## src/rtl/dvru_pkg.sv

```systemverilog
// Shared types and constants of the distance-vector route update block.
// Used by dvru_update and by the top level; depends on nothing.
package dvru_pkg;

    localparam int NODE_COUNT = 64;
    localparam int ID_W       = $clog2(NODE_COUNT);
    localparam int DIST_BITS  = 16;
    localparam int COST_W     = DIST_BITS + 1;
    localparam int ROUTE_W    = DIST_BITS + ID_W;
    localparam int CNT_W      = $clog2(NODE_COUNT + 1);

    localparam logic [DIST_BITS-1:0] DIST_MAX = {DIST_BITS{1'b1}};

    localparam logic REQ_LINK = 1'b0;
    localparam logic REQ_ADV  = 1'b1;

    localparam logic STATUS_APPLIED = 1'b0;
    localparam logic STATUS_IGNORED = 1'b1;

    typedef enum logic [2:0] {
        ST_IDLE  = 3'b001,
        ST_EXEC  = 3'b010,
        ST_PURGE = 3'b100
    } state_t;

    // One accepted request.
    typedef struct packed {
        logic                    req_type;
        logic [ID_W-1:0]         neighbor_id;
        logic [ID_W-1:0]         dest_id;
        logic signed [COST_W-1:0] link_cost;
        logic [DIST_BITS-1:0]    adv_dist;
        logic [ID_W-1:0]         adv_next_hop;
        logic                    last_entry;
    } item_t;

    // Decision for one request: table writes and the result fields.
    typedef struct packed {
        logic                 status;
        logic                 entry_changed;
        logic                 route_valid;
        logic [DIST_BITS-1:0] route_dist;
        logic [ID_W-1:0]      route_next_hop;
        logic                 row_changed;
        logic                 route_we;
        logic                 link_we;
        logic                 link_remove;
        logic                 row_dirty_next;
    } upd_t;

endpackage

```

## src/rtl/distance_vector_route_update_top.sv

```systemverilog
// Distance-vector routing table of one router with poisoned reverse.
// A request is accepted in ST_IDLE; its result is registered from ST_EXEC, which waits
// while the output still holds an unaccepted result.
// No new request is accepted until ST_EXEC is done (memory read, then modify and write).
// A link removal then sweeps all NODE_COUNT route memory entries in ST_PURGE.
// Reset (aresetn low, synchronous) clears the route and link valid bits and the
// row-changed flag; the memories are not cleared.
module distance_vector_route_update_top (
    input  logic        aclk,
    input  logic        aresetn,
    input  logic        cfg_we,
    input  logic [5:0]  cfg_wdata,   // own_node
    input  logic        s_tvalid,
    output logic        s_tready,
    // neighbor_id[5:0], dest_id[11:6], link_cost[28:12], adv_dist[44:29],
    // adv_next_hop[50:45], zero padding[55:51]
    input  logic [55:0] s_tdata,
    input  logic        s_tuser,     // req_type
    input  logic        s_tlast,     // last_entry
    output logic        m_tvalid,
    input  logic        m_tready,
    // entry_changed[0], route_valid[1], route_dist[17:2], route_next_hop[23:18],
    // row_changed[24], zero padding[31:25]
    output logic [31:0] m_tdata,
    output logic        m_tuser      // status
);

    localparam int ID_W = dvru_pkg::ID_W;

    dvru_pkg::state_t state_reg, state_next;
    dvru_pkg::item_t  item_reg;
    dvru_pkg::item_t  s_item;
    dvru_pkg::upd_t   upd;

    logic [ID_W-1:0]                 own_node_reg;
    logic [dvru_pkg::NODE_COUNT-1:0] route_present_reg;
    logic [dvru_pkg::NODE_COUNT-1:0] link_present_reg;
    logic                            row_dirty_reg;
    logic [dvru_pkg::CNT_W-1:0]      cnt_reg;
    logic                            chk_vld_reg;
    logic [ID_W-1:0]                 chk_addr_reg;

    logic                            m_tvalid_reg;
    logic [31:0]                     m_tdata_reg;
    logic                            m_tuser_reg;

    logic                            accept;
    logic                            out_free;
    logic                            exec_go;
    logic                            sweep_rd;
    logic                            route_re;
    logic [ID_W-1:0]                 route_raddr;
    logic [dvru_pkg::ROUTE_W-1:0]    route_rdata;
    logic [dvru_pkg::DIST_BITS-1:0]  link_rdata;

    assign s_item.req_type     = s_tuser;
    assign s_item.neighbor_id  = s_tdata[5:0];
    assign s_item.dest_id      = s_tdata[11:6];
    assign s_item.link_cost    = s_tdata[28:12];
    assign s_item.adv_dist     = s_tdata[44:29];
    assign s_item.adv_next_hop = s_tdata[50:45];
    assign s_item.last_entry   = s_tlast;

    assign s_tready = (state_reg == dvru_pkg::ST_IDLE);
    assign accept   = s_tvalid && s_tready;
    assign out_free = !m_tvalid_reg || m_tready;
    assign exec_go  = (state_reg == dvru_pkg::ST_EXEC) && out_free;
    assign sweep_rd = (state_reg == dvru_pkg::ST_PURGE) &&
                      (cnt_reg < dvru_pkg::CNT_W'(dvru_pkg::NODE_COUNT));

    assign route_re    = accept || sweep_rd;
    assign route_raddr = sweep_rd ? cnt_reg[ID_W-1:0]
                       : (s_tuser == dvru_pkg::REQ_ADV) ? s_item.dest_id
                       : s_item.neighbor_id;

    dvru_ram #(
        .WIDTH (dvru_pkg::ROUTE_W),
        .DEPTH (dvru_pkg::NODE_COUNT)
    ) u_route_ram (
        .aclk  (aclk),
        .we    (exec_go && upd.route_we),
        .waddr ((item_reg.req_type == dvru_pkg::REQ_ADV) ? item_reg.dest_id
                                                         : item_reg.neighbor_id),
        .wdata ({upd.route_dist, upd.route_next_hop}),
        .re    (route_re),
        .raddr (route_raddr),
        .rdata (route_rdata)
    );

    dvru_ram #(
        .WIDTH (dvru_pkg::DIST_BITS),
        .DEPTH (dvru_pkg::NODE_COUNT)
    ) u_link_ram (
        .aclk  (aclk),
        .we    (exec_go && upd.link_we),
        .waddr (item_reg.neighbor_id),
        .wdata (item_reg.link_cost[dvru_pkg::DIST_BITS-1:0]),
        .re    (accept),
        .raddr (s_item.neighbor_id),
        .rdata (link_rdata)
    );

    dvru_update u_update (
        .item        (item_reg),
        .own_node    (own_node_reg),
        .link_ok     (link_present_reg[item_reg.neighbor_id]),
        .link_weight (link_rdata),
        .cur_present (route_present_reg[item_reg.dest_id]),
        .cur_dist    (route_rdata[dvru_pkg::ROUTE_W-1:ID_W]),
        .cur_hop     (route_rdata[ID_W-1:0]),
        .row_dirty   (row_dirty_reg),
        .upd         (upd)
    );

    always_comb begin
        state_next = state_reg;
        case (state_reg)
            dvru_pkg::ST_IDLE: begin
                if (accept) begin
                    state_next = dvru_pkg::ST_EXEC;
                end
            end
            dvru_pkg::ST_EXEC: begin
                if (out_free) begin
                    state_next = upd.link_remove ? dvru_pkg::ST_PURGE : dvru_pkg::ST_IDLE;
                end
            end
            dvru_pkg::ST_PURGE: begin
                if (cnt_reg == dvru_pkg::CNT_W'(dvru_pkg::NODE_COUNT)) begin
                    state_next = dvru_pkg::ST_IDLE;
                end
            end
            default: state_next = dvru_pkg::ST_IDLE;
        endcase
    end

    always_ff @(posedge aclk) begin
        if (!aresetn) begin
            state_reg    <= dvru_pkg::ST_IDLE;
            own_node_reg <= '0;
            row_dirty_reg <= 1'b0;
            m_tvalid_reg <= 1'b0;
            cnt_reg      <= '0;
            chk_vld_reg  <= 1'b0;
        end else begin
            state_reg <= state_next;
            if (cfg_we) begin
                own_node_reg <= cfg_wdata;
            end
            if (exec_go) begin
                row_dirty_reg <= upd.row_dirty_next;
            end
            if (exec_go) begin
                m_tvalid_reg <= 1'b1;
            end else if (m_tready) begin
                m_tvalid_reg <= 1'b0;
            end
            if (exec_go) begin
                cnt_reg <= '0;
            end else if (sweep_rd) begin
                cnt_reg <= cnt_reg + 1'b1;
            end
            chk_vld_reg <= sweep_rd;
        end
    end

    // Valid bits: set on a route or link write, cleared by removal and sweep.
    always_ff @(posedge aclk) begin
        if (!aresetn) begin
            route_present_reg <= '0;
            link_present_reg  <= '0;
        end else begin
            if (exec_go && upd.route_we) begin
                route_present_reg[(item_reg.req_type == dvru_pkg::REQ_ADV) ?
                                  item_reg.dest_id : item_reg.neighbor_id] <= 1'b1;
            end
            if (exec_go && upd.link_we) begin
                link_present_reg[item_reg.neighbor_id] <= 1'b1;
            end
            if (exec_go && upd.link_remove) begin
                link_present_reg[item_reg.neighbor_id]  <= 1'b0;
                route_present_reg[item_reg.neighbor_id] <= 1'b0;
            end
            if (chk_vld_reg && route_rdata[ID_W-1:0] == item_reg.neighbor_id) begin
                route_present_reg[chk_addr_reg] <= 1'b0;
            end
        end
    end

    always_ff @(posedge aclk) begin
        if (accept) begin
            item_reg <= s_item;
        end
        chk_addr_reg <= cnt_reg[ID_W-1:0];
        if (exec_go) begin
            m_tuser_reg <= upd.status;
            m_tdata_reg <= {7'b0, upd.row_changed, upd.route_next_hop, upd.route_dist,
                            upd.route_valid, upd.entry_changed};
        end
    end

    assign m_tvalid = m_tvalid_reg;
    assign m_tdata  = m_tdata_reg;
    assign m_tuser  = m_tuser_reg;

endmodule

```

## src/rtl/dvru_ram.sv

```systemverilog
// Generic single-port-write, single-port-read synchronous RAM.
// Read data is registered; no dependencies.
module dvru_ram #(
    parameter int WIDTH = 16,
    parameter int DEPTH = 64
) (
    input  logic                     aclk,
    input  logic                     we,
    input  logic [$clog2(DEPTH)-1:0] waddr,
    input  logic [WIDTH-1:0]         wdata,
    input  logic                     re,
    input  logic [$clog2(DEPTH)-1:0] raddr,
    output logic [WIDTH-1:0]         rdata
);

    logic [WIDTH-1:0] mem [DEPTH];

    always_ff @(posedge aclk) begin
        if (we) begin
            mem[waddr] <= wdata;
        end
    end

    always_ff @(posedge aclk) begin
        if (re) begin
            rdata <= mem[raddr];
        end
    end

endmodule

```

## src/rtl/dvru_update.sv

```systemverilog
// Decision logic for one request: link update or advertisement entry.
// Works on the registered request and memory read data; uses dvru_pkg.
module dvru_update (
    input  dvru_pkg::item_t                 item,
    input  logic [dvru_pkg::ID_W-1:0]       own_node,
    input  logic                            link_ok,
    input  logic [dvru_pkg::DIST_BITS-1:0]  link_weight,
    input  logic                            cur_present,
    input  logic [dvru_pkg::DIST_BITS-1:0]  cur_dist,
    input  logic [dvru_pkg::ID_W-1:0]       cur_hop,
    input  logic                            row_dirty,
    output dvru_pkg::upd_t                  upd
);

    logic [dvru_pkg::COST_W-1:0]    sum_wide;
    logic [dvru_pkg::DIST_BITS-1:0] sum;
    logic                           neg;
    logic                           ch;

    assign sum_wide = {1'b0, link_weight} + {1'b0, item.adv_dist};
    assign sum      = sum_wide[dvru_pkg::DIST_BITS] ? dvru_pkg::DIST_MAX
                                                    : sum_wide[dvru_pkg::DIST_BITS-1:0];
    assign neg      = item.link_cost[dvru_pkg::COST_W-1];

    always_comb begin
        upd                = '0;
        upd.status         = dvru_pkg::STATUS_APPLIED;
        upd.row_dirty_next = row_dirty;
        ch                 = 1'b0;
        if (item.req_type == dvru_pkg::REQ_LINK) begin
            if (item.neighbor_id == own_node || (neg && !link_ok)) begin
                upd.status = dvru_pkg::STATUS_IGNORED;
            end else if (neg) begin
                // Removal reports an absent route; the sweep purges the rest.
                upd.entry_changed = 1'b1;
                upd.link_remove   = 1'b1;
            end else begin
                upd.entry_changed  = 1'b1;
                upd.link_we        = 1'b1;
                upd.route_we       = 1'b1;
                upd.route_valid    = 1'b1;
                upd.route_dist     = item.link_cost[dvru_pkg::DIST_BITS-1:0];
                upd.route_next_hop = item.neighbor_id;
            end
        end else begin
            if (item.neighbor_id == own_node || !link_ok) begin
                upd.status = dvru_pkg::STATUS_IGNORED;
            end else if (item.dest_id == own_node) begin
                upd.route_valid    = 1'b1;
                upd.route_next_hop = own_node;
            end else begin
                upd.route_valid = 1'b1;
                if (!cur_present) begin
                    ch = 1'b1;
                end else if (cur_hop == item.neighbor_id) begin
                    ch = (cur_dist != sum);
                end else if (item.adv_next_hop != own_node && sum < cur_dist) begin
                    ch = 1'b1;
                end
                if (ch || (cur_present && cur_hop == item.neighbor_id)) begin
                    upd.route_dist     = sum;
                    upd.route_next_hop = item.neighbor_id;
                end else begin
                    upd.route_dist     = cur_dist;
                    upd.route_next_hop = cur_hop;
                end
                upd.route_we      = ch;
                upd.entry_changed = ch;
            end
            if (item.last_entry) begin
                upd.row_changed    = row_dirty | ch;
                upd.row_dirty_next = 1'b0;
            end else begin
                upd.row_dirty_next = row_dirty | ch;
            end
        end
    end

endmodule

```

## config.mk

```make
export PLATFORM = sky130hd
export DESIGN_NAME = distance_vector_route_update_top
export DESIGN_NICKNAME = d
export VERILOG_FILES = /design/src/rtl/dvru_pkg.sv /design/src/rtl/distance_vector_route_update_top.sv /design/src/rtl/dvru_ram.sv /design/src/rtl/dvru_update.sv
export SDC_FILE = /design/constraint.sdc
export NUM_CORES = 2
export LEC_CHECK = 0
export BUFFER_PORTS_ARGS = -buffer_cell sky130_fd_sc_hd__buf_2
export CAP_MARGIN = 30
export CORE_MARGIN = 4
export CORE_UTILIZATION = 40
export DETAILED_ROUTE_END_ITERATION = 7
export GPL_TIMING_DRIVEN = 0
export PLACE_DENSITY_LB_ADDON = 0.05
export SLEW_MARGIN = 20
export SYNTH_ARGS = -nofsm -noshare
export SYNTH_HDL_FRONTEND = slang
export SYNTH_SLANG_ARGS = --single-unit
```

## constraint.sdc

```tcl
create_clock -name aclk -period 5.9 [get_ports aclk]
set_clock_uncertainty 0.15 [all_clocks]
set_input_delay 1.18 -clock aclk [delete_from_list [all_inputs] [get_ports aclk]]
set_output_delay 1.18 -clock aclk [all_outputs]
set_load 0.01 [all_outputs]
```

==> flow_summary.html <==
<table>
<tr><th>Metric</th><th>Value</th></tr>
<tr><th colspan="2">Drt</th></tr>
<tr><td>Post-DR wirelength/cell</td><td>35.5 um</td></tr>
<tr><td>Number of DRC violations after detailed-routing iteration 0</td><td>approximately 6300</td></tr>
<tr><td>Wire length on met2</td><td>171 mm</td></tr>
<tr><td>Drt pass-1 iters</td><td>6</td></tr>
<tr><td>Total wirelength of the detailed-routed design</td><td>approximately 340 mm</td></tr>
<tr><td>Met3 routed wirelength</td><td>18.9 mm</td></tr>
<tr><td>Vias</td><td>about 56000</td></tr>
<tr><td># DRC</td><td>0</td></tr>
<tr><td>Remaining antenna violation count after routing</td><td>0</td></tr>
<tr><td>Metal-1 WL</td><td>139 mm</td></tr>
<tr><td>Number of vias per cell</td><td>5.79</td></tr>
<tr><td>Top Layer Used</td><td>met5</td></tr>
<tr><th colspan="2">Yosys</th></tr>
<tr><td>Post-Synthesis Mean Instance Area</td><td>20.9 um2</td></tr>
<tr><td>Main combinational cell family by area after synthesis</td><td>multiplexers</td></tr>
<tr><td>Seq cells post-synth</td><td>2702</td></tr>
<tr><td>Share of the yosys chip area belonging to registers</td><td>about 75%</td></tr>
<tr><td>Xor/xnor share of the synthesized area</td><td>0.347%</td></tr>
<tr><td>EDFF count, synth</td><td>~2500</td></tr>
<tr><td>Biggest area contributors in the synthesized netlist</td><td>edfxtp_1, mux4_2, dfxtp_1</td></tr>
<tr><td>Proportion of netlist area held by the largest area contributor</td><td>around 70%</td></tr>
<tr><td>Yosys warns</td><td>0</td></tr>
<tr><td>Compound-cell area share of the yosys netlist</td><td>4.19%</td></tr>
<tr><td>Most instantiated cells after synthesis</td><td>edfxtp_1, mux4_2, clkbuf_1</td></tr>
<tr><td>Mux contribution to synthesized area</td><td>approximately 16%</td></tr>
<tr><td>Synthesized cell area</td><td>106000 um2</td></tr>
<tr><td>Dominant cell by count in the synthesized netlist</td><td>edfxtp_1</td></tr>
<tr><td>Fraction of registers with async set or reset after synthesis</td><td>0%</td></tr>
<tr><td>Fraction of the mapped netlist area in adder cells</td><td>less than 1%</td></tr>
<tr><td>Cell type with the highest aggregate area in the netlist</td><td>edfxtp_1</td></tr>
<tr><td>Area share of and/or/nand/nor cells after synthesis</td><td>2.41%</td></tr>
<tr><td>Top_reg_cell synth</td><td>edfxtp_1</td></tr>
<tr><td>Distinct cells, synth</td><td>66</td></tr>
<tr><td>Number of cells produced by synthesis</td><td>~5100</td></tr>
<tr><th colspan="2">Worst setup path</th></tr>
<tr><td>Data arrival time of the critical path</td><td>6.37 ns</td></tr>
<tr><td>Setup crit end kind</td><td>register</td></tr>
<tr><td>Slowest-stage cell, CP</td><td>a21oi_1</td></tr>
<tr><td>Category of the worst setup path launch point</td><td>register</td></tr>
<tr><td>Category of the most critical setup path</td><td>register to register</td></tr>
<tr><td>CP max FO</td><td>10</td></tr>
<tr><td>Most prevalent standard cell on the critical path</td><td>buf_2</td></tr>
<tr><td>Longest individual stage delay on the worst path</td><td>around 0.73 ns</td></tr>
<tr><td>Internal reg-to-reg setup slack</td><td>-0.01 ns</td></tr>
<tr><td>Crit path cell chain</td><td>nor4b_2 -&gt; buf_2 -&gt; nor2_1 -&gt; a21oi_1 -&gt; buf_2 -&gt; buf_2 -&gt; buf_2 -&gt; buf_2 -&gt; buf_1 -&gt; a211oi_1 -&gt; a21oi_1 -&gt; a21oi_1</td></tr>
<tr><td>Required time of the critical path</td><td>6.35 ns</td></tr>
<tr><th colspan="2">Placed design</th></tr>
<tr><td>DP Area</td><td>116000 um2</td></tr>
<tr><td>GPL Wtd Cong</td><td>0.909</td></tr>
<tr><td>Port Buffer Count</td><td>89</td></tr>
<tr><td>HPWL Detailed</td><td>approximately 240 mm</td></tr>
<tr><th colspan="2">Final layout</th></tr>
<tr><td>Registers with the most flip-flops</td><td>u_route_ram.mem x1408, u_link_ram.mem x1024</td></tr>
<tr><td>Number of flip-flops under the largest register name</td><td>1408</td></tr>
<tr><td>Fraction of final layout cells sized beyond drive strength 1</td><td>between 30% and 40%</td></tr>
<tr><td>Post-route cell area</td><td>127000 um2</td></tr>
<tr><td>Area growth from synthesis to layout</td><td>20.1%</td></tr>
<tr><td>Nets</td><td>slightly above 6000</td></tr>
<tr><td>Final-layout fill cell count</td><td>21700</td></tr>
<tr><td>Most flops, register</td><td>u_route_ram.mem</td></tr>
<tr><th colspan="2">GRT</th></tr>
<tr><td>Initial antenna violation count</td><td>20</td></tr>
<tr><td>Total global-route track usage</td><td>around 25%</td></tr>
<tr><td>Global-route wire length before repair</td><td>469 mm</td></tr>
<tr><td>Vias in the first global route</td><td>56500</td></tr>
<tr><td>Pin count of the biggest net entering global routing</td><td>66</td></tr>
<tr><td>Global-route congestion overflow total</td><td>0</td></tr>
<tr><th colspan="2">Timing</th></tr>
<tr><td>Final-report max-slew violation count</td><td>0</td></tr>
<tr><td>Count of endpoints failing hold in the final timing report</td><td>0</td></tr>
<tr><td>Rel. slew slack</td><td>30.2%</td></tr>
<tr><td>Final period demand of the worst path</td><td>5.91 ns</td></tr>
<tr><td>Post-route setup slack</td><td>-0.0145 ns</td></tr>
<tr><td>Actual slew at the worst max-slew pin</td><td>1.05 ns</td></tr>
<tr><td>Count of endpoints failing setup in the final report</td><td>1</td></tr>
<tr><td>Maximum clock frequency</td><td>169 MHz</td></tr>
<tr><td>Worst Hold Slack</td><td>between 0.2 and 0.3 ns</td></tr>
<tr><td>Final period utilization</td><td>100%</td></tr>
<tr><td>Setup repair after global routing missed its margin</td><td>true</td></tr>
<tr><td>Setup TNS</td><td>-0.0145 ns</td></tr>
<tr><th colspan="2">Hold path</th></tr>
<tr><td>Tightest Hold Check Type</td><td>register to register</td></tr>
<tr><th colspan="2">Outcome</th></tr>
<tr><td>Violations in the final reports</td><td>negative setup slack</td></tr>
<tr><td>Status</td><td>complete, but fails checks</td></tr>
<tr><th colspan="2">Floorplanning</th></tr>
<tr><td>Die extent in y</td><td>523 um</td></tr>
<tr><td>Die boundary width</td><td>523 um</td></tr>
<tr><td>Number of placement rows</td><td>188</td></tr>
<tr><td>Area of the core</td><td>263000 um2</td></tr>
<tr><td>Effective utilization at floorplan</td><td>40.3%</td></tr>
<tr><td>Boundary pin count</td><td>104</td></tr>
<tr><td>Die area</td><td>274000 um2</td></tr>
<tr><th colspan="2">CTS</th></tr>
<tr><td>Clock insertion delay at the later pin of the skew report</td><td>0.94 ns</td></tr>
<tr><td>Clock tree from TritonCTS</td><td>built</td></tr>
<tr><td>Inserted Clock Buffers</td><td>308</td></tr>
<tr><td>Maximum level of the CTS H-tree</td><td>5</td></tr>
<tr><td>Clock Root Buffer</td><td>clkbuf_16</td></tr>
<tr><td>Number of buffers on the longest clock path</td><td>4</td></tr>
<tr><td>Count of hold buffers inserted by post-cts repair</td><td>0</td></tr>
<tr><td>Sink count of the clock tree</td><td>2702</td></tr>
<tr><td>Clock-pin slew reported for the worst setup and hold paths after clock tree synthesis</td><td>0.07 ns</td></tr>
<tr><th colspan="2">Job</th></tr>
<tr><td>Max cap viols</td><td>0</td></tr>
<tr><th colspan="2">Power</th></tr>
<tr><td>Leakage dissipation</td><td>41.6 nW</td></tr>
<tr><td>Largest voltage drop on the vdd net</td><td>around 0.00033 V</td></tr>
<tr><td>Cell Pwr Density</td><td>341 nW/um2</td></tr>
</table>
## routing by layer
metal  vias to the layer above  GRT usage [%]
li1                      23200              -
met1                     30300           33.1
met2                      2094           41.6
met3                       554           3.34
met4                         6           9.22
met5                         -              0
## per-stage QoR
stage / power (mW) / utilization, % / setup slack [ns] / cells
floorplan: 23.7 / - / -0.349 / 5089
global placement: 25.4 / 42.2 / -4.86 / 8693
detailed placement: 25.6 / 44.1 / -1.73 / 9033
CTS: 43.7 / 48.1 / -0.0131 / 9639
global route: 44.9 / 48.4 / -0.0348 / 9703
finish: 43.5 / 48.4 / -0.0145 / 9709
## worst paths after layout
path,start,end,depth (start not counted)
min reg2reg,cnt_reg[1],chk_addr_reg[1],0
min,cnt_reg[1],chk_addr_reg[1],0
max,cnt_reg[6],u_route_ram.rdata[11],12
max reg2reg,cnt_reg[6],u_route_ram.rdata[11],12
## worst max-delay path, delay by kind of cell, from the launching register on
kind,cells,cell delay (ns)
compound gates,4,1.79
simple gates,2,0.61
buf+inv,6,2.66
flops,1,0.37
## cell usage in the layout (no fill, tap or decap), types with 36 or more instances in the layout
master	instances
buf_2	182
nor2_1	61
clkbuf_1	214
buf_12	53
buf_1	46
clkinv_1	74
o21a_1	82
nor2b_1	105
a21oi_1	132
dfxtp_1	153
nor3_4	52
buf_6	104
mux2i_1	134
buf_8	66
mux4_2	697
nor2_4	54
clkinv_2	39
nand2_1	86
clkbuf_16	320
o221a_2	88
a211oi_1	155
buf_4	227
edfxtp_1	2549
inv_1	36
## repair_timing
item | 4_1_cts | 5_1_grt
gates cloned | 6 | 11
pin swaps | 54 | 34
buffers inserted | 75 | 31
endpoints found under the setup margin | 2908 | 2296
gates resized for setup | 131 | 56
## power by group
| part | internal [mW] | switching [mW] | total, mW | leakage (nW) |
|---|---|---|---|---|
| registers | 21.3 | 0.111 | 21.4 | 24.4 |
| clock network | 10.3 | 7.54 | 17.9 | 4.49 |
| logic | 1.48 | 2.73 | 4.22 | 12.8 |
## cell type report
class	count	area (um2)	share of cell area [%]
diodes	19	47.5	0.0373
plain buffers	320	1490	1.17
clock buffers	382	8110	6.36
clock inverters	149	1090	0.854
inverters	44	190	0.149
multi-input cells	2030	26600	20.9
flip-flops and latches	2702	79600	62.5
well taps	3515	4400	3.45
repair buffers	548	5940	4.66
## cell families (layout without fill, tap and decap cells)
logic type / Yosys count / after routing
adders and majority gates: 35 / 35
AOI/OAI and AO/OA: 598 / 604
and+or+nand+nor: 503 / 504
muxes: 838 / 838
buffers and inverters: 364 / 1443
xor gates and xnor gates: 42 / 42
DFF: 2702 / 2702
other: 1 / 26
Note: power is estimated with default switching activity, not from simulation.
